File: src/rtl/etsa_pkg.sv
package etsa_pkg;

	// configuration register indexes
	localparam logic [2:0] REG_MAP_MODE   = 3'd0;
	localparam logic [2:0] REG_GAIN       = 3'd1;
	localparam logic [2:0] REG_DECAY      = 3'd2;
	localparam logic [2:0] REG_SPAN       = 3'd3;
	localparam logic [2:0] REG_AXIS_MAX   = 3'd4;
	localparam logic [2:0] REG_AXIS_MIN   = 3'd5;

	// map_mode codes
	localparam logic MODE_POSITION = 1'b0;
	localparam logic MODE_VELOCITY = 1'b1;

	// register reset values
	localparam logic [6:0]  GAIN_RST     = 7'd4;
	localparam logic [6:0]  DECAY_RST    = 7'd8;
	localparam logic [15:0] SPAN_RST     = 16'd256;
	localparam logic [6:0]  AXIS_MAX_RST = 7'd127;
	localparam logic [7:0]  AXIS_MIN_RST = 8'h81;  // -127

	// scaled residue: 15-bit magnitude times 7-bit full scale
	localparam int DIV_BITS = 22;

	// sequencer states
	typedef enum logic [6:0] {
		ST_IDLE  = 7'b0000001,
		ST_ABS   = 7'b0000010,
		ST_MOD   = 7'b0000100,
		ST_FOLD  = 7'b0001000,
		ST_SCALE = 7'b0010000,
		ST_DIV   = 7'b0100000,
		ST_FIN   = 7'b1000000
	} state_t;

endpackage

File: src/rtl/encoder_to_stick_axis.sv
// Channel    | Signals                                   | Direction
// item       | item_valid, item_ready, delta[15:0]       | in
// result     | result_valid, result_ready, axis_value[7:0] | out
// cfg        | cfg_valid, cfg_ready, cfg_index[2:0], cfg_data[15:0] | in
//
// Velocity mode: the add/clamp result is registered in the idle cycle of the item
// transaction and goes to the output register from the finish step. Position mode:
// an abs step, a bit-serial remainder loop of POSITION_WIDTH steps, fold and scale
// steps and a 22-step quotient loop come before the finish step (all skipped when
// the span is below two); a new item is taken only once the block is back in idle.
// One item in flight; the next item is taken while the last result waits.
// arst_n clears control state, registers to their reset values, accumulator and
// held axis to zero. A stalled result only holds the finish step.
module encoder_to_stick_axis #(
	parameter int POSITION_WIDTH = 32
) (
	input  logic        clk,
	input  logic        arst_n,
	input  logic        item_valid,
	output logic        item_ready,
	input  logic [15:0] delta,
	output logic        result_valid,
	input  logic        result_ready,
	output logic [7:0]  axis_value,
	input  logic        cfg_valid,
	output logic        cfg_ready,
	input  logic [2:0]  cfg_index,
	input  logic [15:0] cfg_data
);

	localparam int P     = POSITION_WIDTH;
	localparam int CNT_N = (P > etsa_pkg::DIV_BITS) ? P : etsa_pkg::DIV_BITS;
	localparam int CNT_W = $clog2(CNT_N);
	localparam int DB    = etsa_pkg::DIV_BITS;

	etsa_pkg::state_t state_q;

	logic        mode_q;
	logic [6:0]  gain_q;
	logic [6:0]  decay_q;
	logic [15:0] span_q;
	logic [6:0]  amax_q;
	logic [7:0]  amin_q;

	logic [7:0]       stick_q;
	logic [P-1:0]     accum_q;
	logic [P-1:0]     mag_q;     // remainder loop dividend shift register
	logic             neg_q;     // sign of the accumulator
	logic             sign_q;    // sign of the folded residue
	logic [15:0]      rem_q;
	logic [DB-1:0]    div_q;
	logic [CNT_W-1:0] cnt_q;
	logic [7:0]       res_q;
	logic [7:0]       out_q;
	logic             out_valid_q;

	logic [14:0] half;
	logic        accept;
	logic        finish;

	assign half       = span_q[15:1];
	assign accept     = item_valid && item_ready;
	assign item_ready = (state_q == etsa_pkg::ST_IDLE);
	assign finish     = (state_q == etsa_pkg::ST_FIN) && (!out_valid_q || result_ready);
	assign cfg_ready  = 1'b1;
	assign result_valid = out_valid_q;
	assign axis_value   = out_q;

	// configuration registers
	always_ff @(posedge clk or negedge arst_n) begin
		if (!arst_n) begin
			mode_q  <= etsa_pkg::MODE_POSITION;
			gain_q  <= etsa_pkg::GAIN_RST;
			decay_q <= etsa_pkg::DECAY_RST;
			span_q  <= etsa_pkg::SPAN_RST;
			amax_q  <= etsa_pkg::AXIS_MAX_RST;
			amin_q  <= etsa_pkg::AXIS_MIN_RST;
		end else if (cfg_valid) begin
			unique case (cfg_index)
				etsa_pkg::REG_MAP_MODE: mode_q  <= cfg_data[0];
				etsa_pkg::REG_GAIN:     gain_q  <= cfg_data[6:0];
				etsa_pkg::REG_DECAY:    decay_q <= cfg_data[6:0];
				etsa_pkg::REG_SPAN:     span_q  <= cfg_data;
				etsa_pkg::REG_AXIS_MAX: amax_q  <= cfg_data[6:0];
				etsa_pkg::REG_AXIS_MIN: amin_q  <= cfg_data[7:0];
				default: ;
			endcase
		end
	end

	// velocity mode: add delta * gain with clamp, or decay toward zero
	logic [23:0] vel_prod;
	logic [24:0] vel_sum;
	logic [8:0]  dec_t;
	logic [7:0]  vel_res;

	always_comb begin
		vel_prod = {{8{delta[15]}}, delta} * {17'b0, gain_q};
		vel_sum  = {{17{stick_q[7]}}, stick_q} + {vel_prod[23], vel_prod};
		dec_t    = 9'd0;
		vel_res  = stick_q;
		if (delta != 16'd0) begin
			if ($signed(vel_sum) > $signed({18'b0, amax_q}))
				vel_res = {1'b0, amax_q};
			else if ($signed(vel_sum) < $signed({{17{amin_q[7]}}, amin_q}))
				vel_res = amin_q;
			else
				vel_res = vel_sum[7:0];
		end else if ($signed(stick_q) > 8'sd0) begin
			dec_t   = {stick_q[7], stick_q} - {2'b0, decay_q};
			vel_res = dec_t[8] ? 8'd0 : dec_t[7:0];
		end else if ($signed(stick_q) < 8'sd0) begin
			dec_t   = {stick_q[7], stick_q} + {2'b0, decay_q};
			vel_res = (!dec_t[8] && dec_t != 9'd0) ? 8'd0 : dec_t[7:0];
		end
	end

	// remainder step: one accumulator bit into the running residue
	logic [16:0] mod_t;
	logic        mod_ge;
	logic [16:0] mod_sub;

	assign mod_t   = {rem_q, mag_q[P-1]};
	assign mod_ge  = (mod_t >= {1'b0, span_q});
	assign mod_sub = mod_t - {1'b0, span_q};

	// fold and scale
	logic [15:0] fold_r;
	logic        fold_hi;
	logic [15:0] fold_mag;
	logic [21:0] scale_prod;

	always_comb begin
		fold_r     = (neg_q && rem_q != 16'd0) ? (span_q - rem_q) : rem_q;
		fold_hi    = (rem_q > {1'b0, half});
		fold_mag   = fold_hi ? (span_q - rem_q) : rem_q;
		scale_prod = {7'b0, fold_mag[14:0]} * {15'b0, amax_q};
	end

	// quotient step: one dividend bit against half the span
	logic [15:0] div_t;
	logic        div_ge;
	logic [DB-1:0] div_n;
	logic [7:0]  quo;

	assign div_t  = {rem_q[14:0], div_q[DB-1]};
	assign div_ge = (div_t >= {1'b0, half});
	assign div_n  = {div_q[DB-2:0], div_ge};
	assign quo    = {1'b0, div_n[6:0]};

	// sequencer
	always_ff @(posedge clk or negedge arst_n) begin
		if (!arst_n) begin
			state_q     <= etsa_pkg::ST_IDLE;
			out_valid_q <= 1'b0;
			stick_q     <= 8'd0;
			accum_q     <= '0;
		end else begin
			// result register: loaded at finish, cleared when taken
			if (finish)
				out_valid_q <= 1'b1;
			else if (result_valid && result_ready)
				out_valid_q <= 1'b0;
			unique case (state_q)
				etsa_pkg::ST_IDLE: begin
					if (accept) begin
						if (mode_q == etsa_pkg::MODE_VELOCITY) begin
							state_q <= etsa_pkg::ST_FIN;
						end else begin
							accum_q <= accum_q + {{(P-16){delta[15]}}, delta};
							state_q <= (half == 15'd0) ? etsa_pkg::ST_FIN : etsa_pkg::ST_ABS;
						end
					end
				end
				etsa_pkg::ST_ABS:   state_q <= etsa_pkg::ST_MOD;
				etsa_pkg::ST_MOD: begin
					if (cnt_q == CNT_W'(P - 1))
						state_q <= etsa_pkg::ST_FOLD;
				end
				etsa_pkg::ST_FOLD:  state_q <= etsa_pkg::ST_SCALE;
				etsa_pkg::ST_SCALE: state_q <= etsa_pkg::ST_DIV;
				etsa_pkg::ST_DIV: begin
					if (cnt_q == CNT_W'(DB - 1))
						state_q <= etsa_pkg::ST_FIN;
				end
				etsa_pkg::ST_FIN: begin
					if (finish) begin
						stick_q <= res_q;
						state_q <= etsa_pkg::ST_IDLE;
					end
				end
				default: state_q <= etsa_pkg::ST_IDLE;
			endcase
		end
	end

	// datapath registers
	always_ff @(posedge clk) begin
		unique case (state_q)
			etsa_pkg::ST_IDLE: begin
				res_q <= (mode_q == etsa_pkg::MODE_VELOCITY) ? vel_res : 8'd0;
			end
			etsa_pkg::ST_ABS: begin
				neg_q <= accum_q[P-1];
				mag_q <= accum_q[P-1] ? (~accum_q + P'(1)) : accum_q;
				rem_q <= 16'd0;
				cnt_q <= '0;
			end
			etsa_pkg::ST_MOD: begin
				rem_q <= mod_ge ? mod_sub[15:0] : mod_t[15:0];
				mag_q <= {mag_q[P-2:0], 1'b0};
				cnt_q <= cnt_q + CNT_W'(1);
			end
			etsa_pkg::ST_FOLD: begin
				rem_q <= fold_r;
			end
			etsa_pkg::ST_SCALE: begin
				sign_q <= fold_hi;
				div_q  <= scale_prod;
				rem_q  <= 16'd0;
				cnt_q  <= '0;
			end
			etsa_pkg::ST_DIV: begin
				rem_q <= div_ge ? (div_t - {1'b0, half}) : div_t;
				div_q <= div_n;
				cnt_q <= cnt_q + CNT_W'(1);
				res_q <= sign_q ? (8'd0 - quo) : quo;
			end
			etsa_pkg::ST_FIN: begin
				if (finish)
					out_q <= res_q;
			end
			default: ;
		endcase
	end

endmodule

File: config.mk
export PLATFORM = sky130hd
export DESIGN_NAME = encoder_to_stick_axis
export DESIGN_NICKNAME = d
export VERILOG_FILES = /design/src/rtl/etsa_pkg.sv /design/src/rtl/encoder_to_stick_axis.sv
export SDC_FILE = /design/constraint.sdc
export NUM_CORES = 1
export LEC_CHECK = 0
export BUFFER_PORTS_ARGS = -buffer_cell sky130_fd_sc_hd__buf_2
export CORE_ASPECT_RATIO = 0.7
export CORE_MARGIN = 2
export CORE_UTILIZATION = 55
export CTS_CLUSTER_DIAMETER = 150
export DETAILED_ROUTE_END_ITERATION = 16
export PLACE_DENSITY = 0.67
export SKIP_LAST_GASP = 1
export SLEW_MARGIN = 40
export SYNTH_ARGS = -nofsm -noshare
export SYNTH_HDL_FRONTEND = slang
export SYNTH_SLANG_ARGS = --single-unit
File: constraint.sdc
create_clock -name clk -period 12.43 [get_ports clk]
set_clock_uncertainty 0.2 [all_clocks]
set_input_delay 1.243 -clock clk [delete_from_list [all_inputs] [get_ports clk]]
set_output_delay 1.243 -clock clk [all_outputs]
set_load 0.05 [all_outputs]
==> flow_summary.ini, run 1 <==
[status]
status = completed

[floorplanning]
count_of_standard_cell_rows = 60
boundaryPins = 51
die-area_mm2 = 0.0411
die_w_um = 242
core_area_mm2 = 0.0387
initial_core_util_pct = 56.2
die-height_um = 170

[cells_and_area]
total_inserted_antenna_cells = 0
most_common_cell_after_layout_fill_and_taps_aside = sky130_fd_sc_hd__inv_1
nNetsFinal = 2912
seqCellArea_mm2 = 0.00516
multi_input_comb_area_mm2 = 0.0151
filler_cell_count = 3458
mostFrequentLayoutCells = sky130_fd_sc_hd__inv_1 (337), sky130_fd_sc_hd__nand2_1 (244), sky130_fd_sc_hd__ha_1 (219)
final_layout_size_suffix_gt1_share_pct = 7.42
area_growth_syn_to_layout_pct = 6.56

[logic_synthesis]
synthesis.nets = 2900
netlist_area_mm2 = 0.0217
post_synth_edffs = 93
synthDominantCellAreaShare_pct = 16.0
synth-main-ff-cell = sky130_fd_sc_hd__edfxtp_1
synth_seq_area_share_pct = 23.8
synth.distinct_cells = 82
synthesis.yosys.warnings = 0
ys_top_cells_by_area = sky130_fd_sc_hd__fa_1 (16%), sky130_fd_sc_hd__edfxtp_1 (13%), sky130_fd_sc_hd__ha_1 (13%)
ys_async_sr_fraction_pct = 50.3
synth_area_per_cell_um2 = 8.80
synth_largest_area_cell = sky130_fd_sc_hd__fa_1
post_syn_instances = 2467
postSynthRegisterBits = 187

[route]
route.detailed.drc = 0
detail-route-antenna-nets = 0
wirelength_um = 56800
detail_route.iter0.violations = 1773
count_of_vias_placed_by_the_detailed_router = 17700
routedWlPerCell_um = 18.8
first_pass_iters = 6
avgViaCountPerCell = 5.88

[global_route]
first_pass_grt_wire_length_um = 92800
antenna_found_initial = 2
largest_net_degree_at_the_start_of_global_routing = 65
globalRouteOverflowTotal = 0
groute.usage.overall_pct = 28.3
grt_pass1_vias = 17200

[cts]
clock_tree_from_tritoncts = built
cts_buffers = 17
ctsHtreeMaxLevel = 4
cts_repair_resize_count = 0
cts_post_setup_buffers_inserted = 0
cts_max_path_buffers = 2
clk-insertion-delay-late_ns = 0.47
cts.root.buffer_cell = sky130_fd_sc_hd__clkbuf_16
cts.clk_slew.worst_paths_ns = 0.08
ctsHoldBuffers = 0
clkSinkCount = 187

[critical_path]
timing.rr.start = rem_q[5]
end_kind = flop
rrSetupSlack_ns = 3.94
worst-setup-path-type = reg2reg
crit_required_ns = 12.42
worst-endpoint-arrival_ns = 8.48
critical_path.max_fanout = 9
crit_path_start_kind = flop
worst_setup_path_startpoint = rem_q[5]

[placed_design]
dp_hpwl_um = 44700
gp_congestion = 0.944
placement.io_buffers = 49

[timing]
period_minus_slack_ns = 8.49
tightest_slew_ns = 0.835
final_total_negative_setup_slack_ns = 0
fmax_mhz = 118
slew_headroom_pct = 42.7
setup_viol = 0
timing.final.crit_share_pct = 68.3
maxSlewViolCount = 0
setup_repair_after_global_routing_missed_its_margin = no
report.final.hold_viol_count = 0

[job]
cap_violations = 0

[worst_hold_path]
hold_start = res_q[4]
min-delay-path-class = reg2reg
[layer usage]
layer	routed length (µm)	share of wire (%)	global-route usage (%)
met3	4780	8.4	4.86
met5	0	0	0
met1	27900	49	44.4
met2	23400	41	40.5
met4	742	1.3	6.05
[metrics by stage]
stage	hold WS (ns)	std cells	worst slack, ns	cell area (µm²)	util [%]
global route	0.264	3019	3.32	23100	59.9
detailed placement	0.238	2987	3.84	22500	58.2
finish	0.263	3019	3.94	23100	59.9
floorplan	0.226	2467	4.96	21700	-
CTS	0.258	3019	3.95	23100	59.8
global placement	0.237	2987	3.81	22500	58.1
[Yosys cell counts (all sizes together), types with 58 or more instances]
| cell type | instances |
|---|---|
| clkbuf | 59 |
| a21o | 58 |
| a21oi | 164 |
| dfrtp | 81 |
| o21ai | 142 |
| fa | 174 |
| edfxtp | 93 |
| nand2 | 245 |
| inv | 341 |
| xnor2 | 61 |
| nor2 | 203 |
| ha | 219 |
| and2 | 71 |
| xor2 | 72 |
[critical path, cell delays in order (launching register included)]
cell and delay, ns:
sky130_fd_sc_hd__edfxtp_1 0.53, sky130_fd_sc_hd__ha_1 0.40, sky130_fd_sc_hd__a21o_1 0.21, sky130_fd_sc_hd__a21o_1 0.20, sky130_fd_sc_hd__a221oi_1 0.34, sky130_fd_sc_hd__o21ai_0 0.14, sky130_fd_sc_hd__a21oi_1 0.17, sky130_fd_sc_hd__a41o_1 0.49
sky130_fd_sc_hd__mux2i_1 0.78, sky130_fd_sc_hd__nand2b_1 0.22, sky130_fd_sc_hd__fa_1 0.45, sky130_fd_sc_hd__fa_1 0.54, sky130_fd_sc_hd__inv_1 0.05, sky130_fd_sc_hd__fa_1 0.53, sky130_fd_sc_hd__inv_1 0.05, sky130_fd_sc_hd__fa_1 0.52
sky130_fd_sc_hd__inv_1 0.04, sky130_fd_sc_hd__ha_1 0.30, sky130_fd_sc_hd__o21ai_0 0.19, sky130_fd_sc_hd__nand2b_1 0.08, sky130_fd_sc_hd__a21oi_1 0.20, sky130_fd_sc_hd__o31ai_1 0.15, sky130_fd_sc_hd__a41oi_1 0.40, sky130_fd_sc_hd__a21oi_1 0.18
sky130_fd_sc_hd__a211oi_1 0.42, sky130_fd_sc_hd__a21oi_1 0.16, sky130_fd_sc_hd__xnor2_1 0.17, sky130_fd_sc_hd__o21ai_0 0.09
[final cells by class]
type / count / area share [%]
clock inverters: 15 / 0.887
multi-input cells: 1870 / 65.1
clock buffers: 17 / 1.84
flip-flops and latches: 187 / 22.3
well taps: 527 / 2.85
inverters: 342 / 5.55
repair buffers: 61 / 1.48
[cell families (layout without fill, tap and decap cells)]
kind of cell             after synthesis  count (layout)  share of synthesized area, %
flip-flops                           187             187                          23.8
buffers and inverters                410             435                          7.15
XOR/XNOR                             133             133                          5.36
AO/OA/AOI/OAI                        559             559                          16.3
adder cells (fa/ha/maj)              393             393                          28.7
AND/OR/NAND/NOR                      727             727                          15.9
multiplexers                          57              57                          2.86
other                                  1               1                        0.0173
[worst paths after layout]
check	to	depth (start not counted)
setup / recovery	div_q[21]	27
hold / removal	axis_value[4]	0
setup reg to reg	div_q[21]	27
hold reg to reg	axis_value[4]	0
max in group asynchronous	accum_q[31]	2
min in group asynchronous	amin_q[6]	1
[flip-flops by register name (all words and copies together) (netlist names), 8 cells and up]
signal and flops:
res_q 8, div_q 22, rem_q 16, axis_value 8, amin_q 8, accum_q 32
span_q 16, mag_q 32, stick_q 8
Power of run 1 is not shown: default switching activity piles up to over one toggle a cycle in this logic, so the estimate is an artifact.
==> run 2, diff against run 1 <==
--- a/config.mk
+++ b/config.mk
@@ -11,7 +11,7 @@
 export CORE_UTILIZATION = 55
 export CTS_CLUSTER_DIAMETER = 150
 export DETAILED_ROUTE_END_ITERATION = 16
-export PLACE_DENSITY = 0.67
+export PLACE_DENSITY = 0.7
 export SKIP_LAST_GASP = 1
 export SLEW_MARGIN = 40
 export SYNTH_ARGS = -nofsm -noshare
==> constraint.sdc (replaced) <==
create_clock -name clk -period 7 [get_ports clk]
set_clock_uncertainty 0.2 [all_clocks]
set_input_delay 0.7 -clock clk [delete_from_list [all_inputs] [get_ports clk]]
set_output_delay 0.7 -clock clk [all_outputs]
set_load 0.05 [all_outputs]
==> run 2 against run 1 <==
Net effect: the run now ends with negative setup slack left; via count increased by 8.7%; clock-buffer cell count did not move; worst hold slack got worse by 0.22 ns; critical path depth is 4 higher; sequential cell count unchanged; first-iteration DRC count grew 10%; cell count increased by 9.8%; sequential share of layout area shrank 2.6 points; routed wire length increased by 9.2%; non-clock buffer count is 294 higher; register-to-register slack lost 4.0 ns; die area unchanged.
==> flow_summary.ini, run 2 (same netlist as run 1, synthesis figures left out) <==
[cts]
clk-insertion-delay-late_ns = 0.48
ctsHtreeMaxLevel = 4
clkSinkCount = 187
cts_buffers = 17
ctsHoldBuffers = 0
clock_tree_from_tritoncts = built
cts_max_path_buffers = 2
cts.clk_slew.worst_paths_ns = 0.08
cts.root.buffer_cell = sky130_fd_sc_hd__clkbuf_16

[cells_and_area]
area_growth_syn_to_layout_pct = 21.0
design_area_mm2 = 0.0263
nNetsFinal = 3206
most_common_cell_after_layout_fill_and_taps_aside = sky130_fd_sc_hd__inv_1
non_filler_instances = 3315
biggestRegsByFlops = accum_q (32), mag_q (32), div_q (22)
final_layout_size_suffix_gt1_share_pct = 22.3
mostFrequentLayoutCells = sky130_fd_sc_hd__inv_1 (312), sky130_fd_sc_hd__buf_4 (285), sky130_fd_sc_hd__nand2_1 (243)

[timing]
fin_worst_hold_slack_ns = 0.0459
tightest_slew_ns = 0.811
slew_headroom_pct = 45.6
setup_viol = 3
period_minus_slack_ns = 7.03
setup_repair_after_global_routing_missed_its_margin = yes
final_critical_path_setup_slack_ns = -0.0344
maxSlewViolCount = 0
report.final.hold_viol_count = 0
fmax_mhz = 142
timing.final.crit_share_pct = 100

[floorplanning]
count_of_standard_cell_rows = 60
die-area_mm2 = 0.0411
core_area_mm2 = 0.0387
die_w_um = 242
die-height_um = 170
boundaryPins = 51
initial_core_util_pct = 56.2

[critical_path]
crit_slowest_cell = sky130_fd_sc_hd__fa_1
rrSetupSlack_ns = -0.03
crit_required_ns = 7.02
worst-setup-path-type = reg2reg
rr_worst_depth = 31
timing.rr.start = rem_q[1]
worst_setup_path_startpoint = rem_q[1]
crit_path_start_kind = flop
worst-endpoint-arrival_ns = 7.05
critical_path.max_fanout = 5
timing.rr.end = div_q[19]
end_kind = flop
cp_slowest_stage_delay_ns = 0.57

[route]
routedWlPerCell_um = 18.7
avgViaCountPerCell = 5.82
wirelength_um = 62100
detail-route-antenna-nets = 0
first_pass_iters = 6
count_of_vias_placed_by_the_detailed_router = 19300
route.detailed.drc = 0
detail_route.iter0.violations = 1953

[placed_design]
dpl_cell_area_mm2 = 0.0244
placement.io_buffers = 49
dp_hpwl_um = 47500
dp_cells = 3238
gp_congestion = 0.981

[status]
status = finished with violations
failed_checks = negative setup slack

[global_route]
globalRouteOverflowTotal = 0
groute.usage.overall_pct = 30.0
first_pass_grt_wire_length_um = 98000
largest_net_degree_at_the_start_of_global_routing = 71
grt_pass1_vias = 18600
antenna_found_initial = 4

[worst_hold_path]
min-delay-path-class = in2async

[job]
cap_violations = 0
run 2: cell types whose count changed in the layout (fill, tap and decap cells not counted), moves of 12 or more:
cell / before / now
sky130_fd_sc_hd__inv_2: 4 / 27
sky130_fd_sc_hd__o21ai_0: 133 / 118
sky130_fd_sc_hd__nor2_2: 1 / 14
sky130_fd_sc_hd__a21oi_2: 1 / 25
sky130_fd_sc_hd__inv_1: 337 / 312
sky130_fd_sc_hd__ha_1: 219 / 197
sky130_fd_sc_hd__a21oi_1: 162 / 134
sky130_fd_sc_hd__o21ai_1: 7 / 19
sky130_fd_sc_hd__nor2_1: 202 / 185
sky130_fd_sc_hd__ha_4: 0 / 19
sky130_fd_sc_hd__buf_4: 12 / 285
sky130_fd_sc_hd__buf_6: 1 / 18
run 2: metrics by stage:
step                      utilization, %  TNS [ns]  worst slack [ns]
final                               68.0   -0.0503           -0.0344
after floorplan                        -         0          0.000583
after CTS                           65.6         0           0.00104
after global placement              63.1     -2.64            -0.369
after detailed placement            63.2     -4.27            -0.426
after global routing                68.0     -2.14            -0.258
run 2: per-layer routing:
metal | vias up | track usage [%] | share of wire (%)
met1 | 9340 | 45.2 | 46
met4 | 4 | 5.62 | 1.6
li1 | 9006 | - | -
met2 | 828 | 43.9 | 42
met3 | 99 | 7.19 | 9.7
met5 | - | 0 | 0.042
run 2: repair_timing:
action / in CTS / in global routing
buffers inserted: 14 / 32
setup endpoints to repair: 15 / 17
resized for setup: 59 / 147
pin swaps: 41 / 102
run 2: critical path: cells and delay by family, from the launching register on:
| family | cells | cell delay (ns) |
|---|---|---|
| AOI/OAI and AO/OA | 10 | 1.60 |
| xor gates and xnor gates | 2 | 0.30 |
| adders and majority gates | 6 | 2.77 |
| buffers and inverters | 10 | 1.04 |
| DFF | 1 | 0.37 |
| muxes | 1 | 0.17 |
| and+or+nand+nor | 2 | 0.35 |
run 2: worst max path at each step:
stage	endpoint	slack, ns	cells past startpoint
final	div_q[19]	-0.03	31
after global routing	div_q[19]	-0.26	32
after CTS	div_q[19]	0.001	30
after detailed placement	res_q[0]	-0.43	28
after global placement	res_q[0]	-0.37	28
after floorplan	div_q[20]	0.0006	28
run 2: cell type report:
type                    count  area (µm²)
multi-input cells        1870       15800
fillers                  2963       12400
flip-flops and latches    187        5170
repair buffers            355        2650
inverters                 342        1300
well taps                 527         659
clock buffers              17         425
clock inverters            15         218
diodes                      2        5.00
Power of run 2 is left out for the same reason.
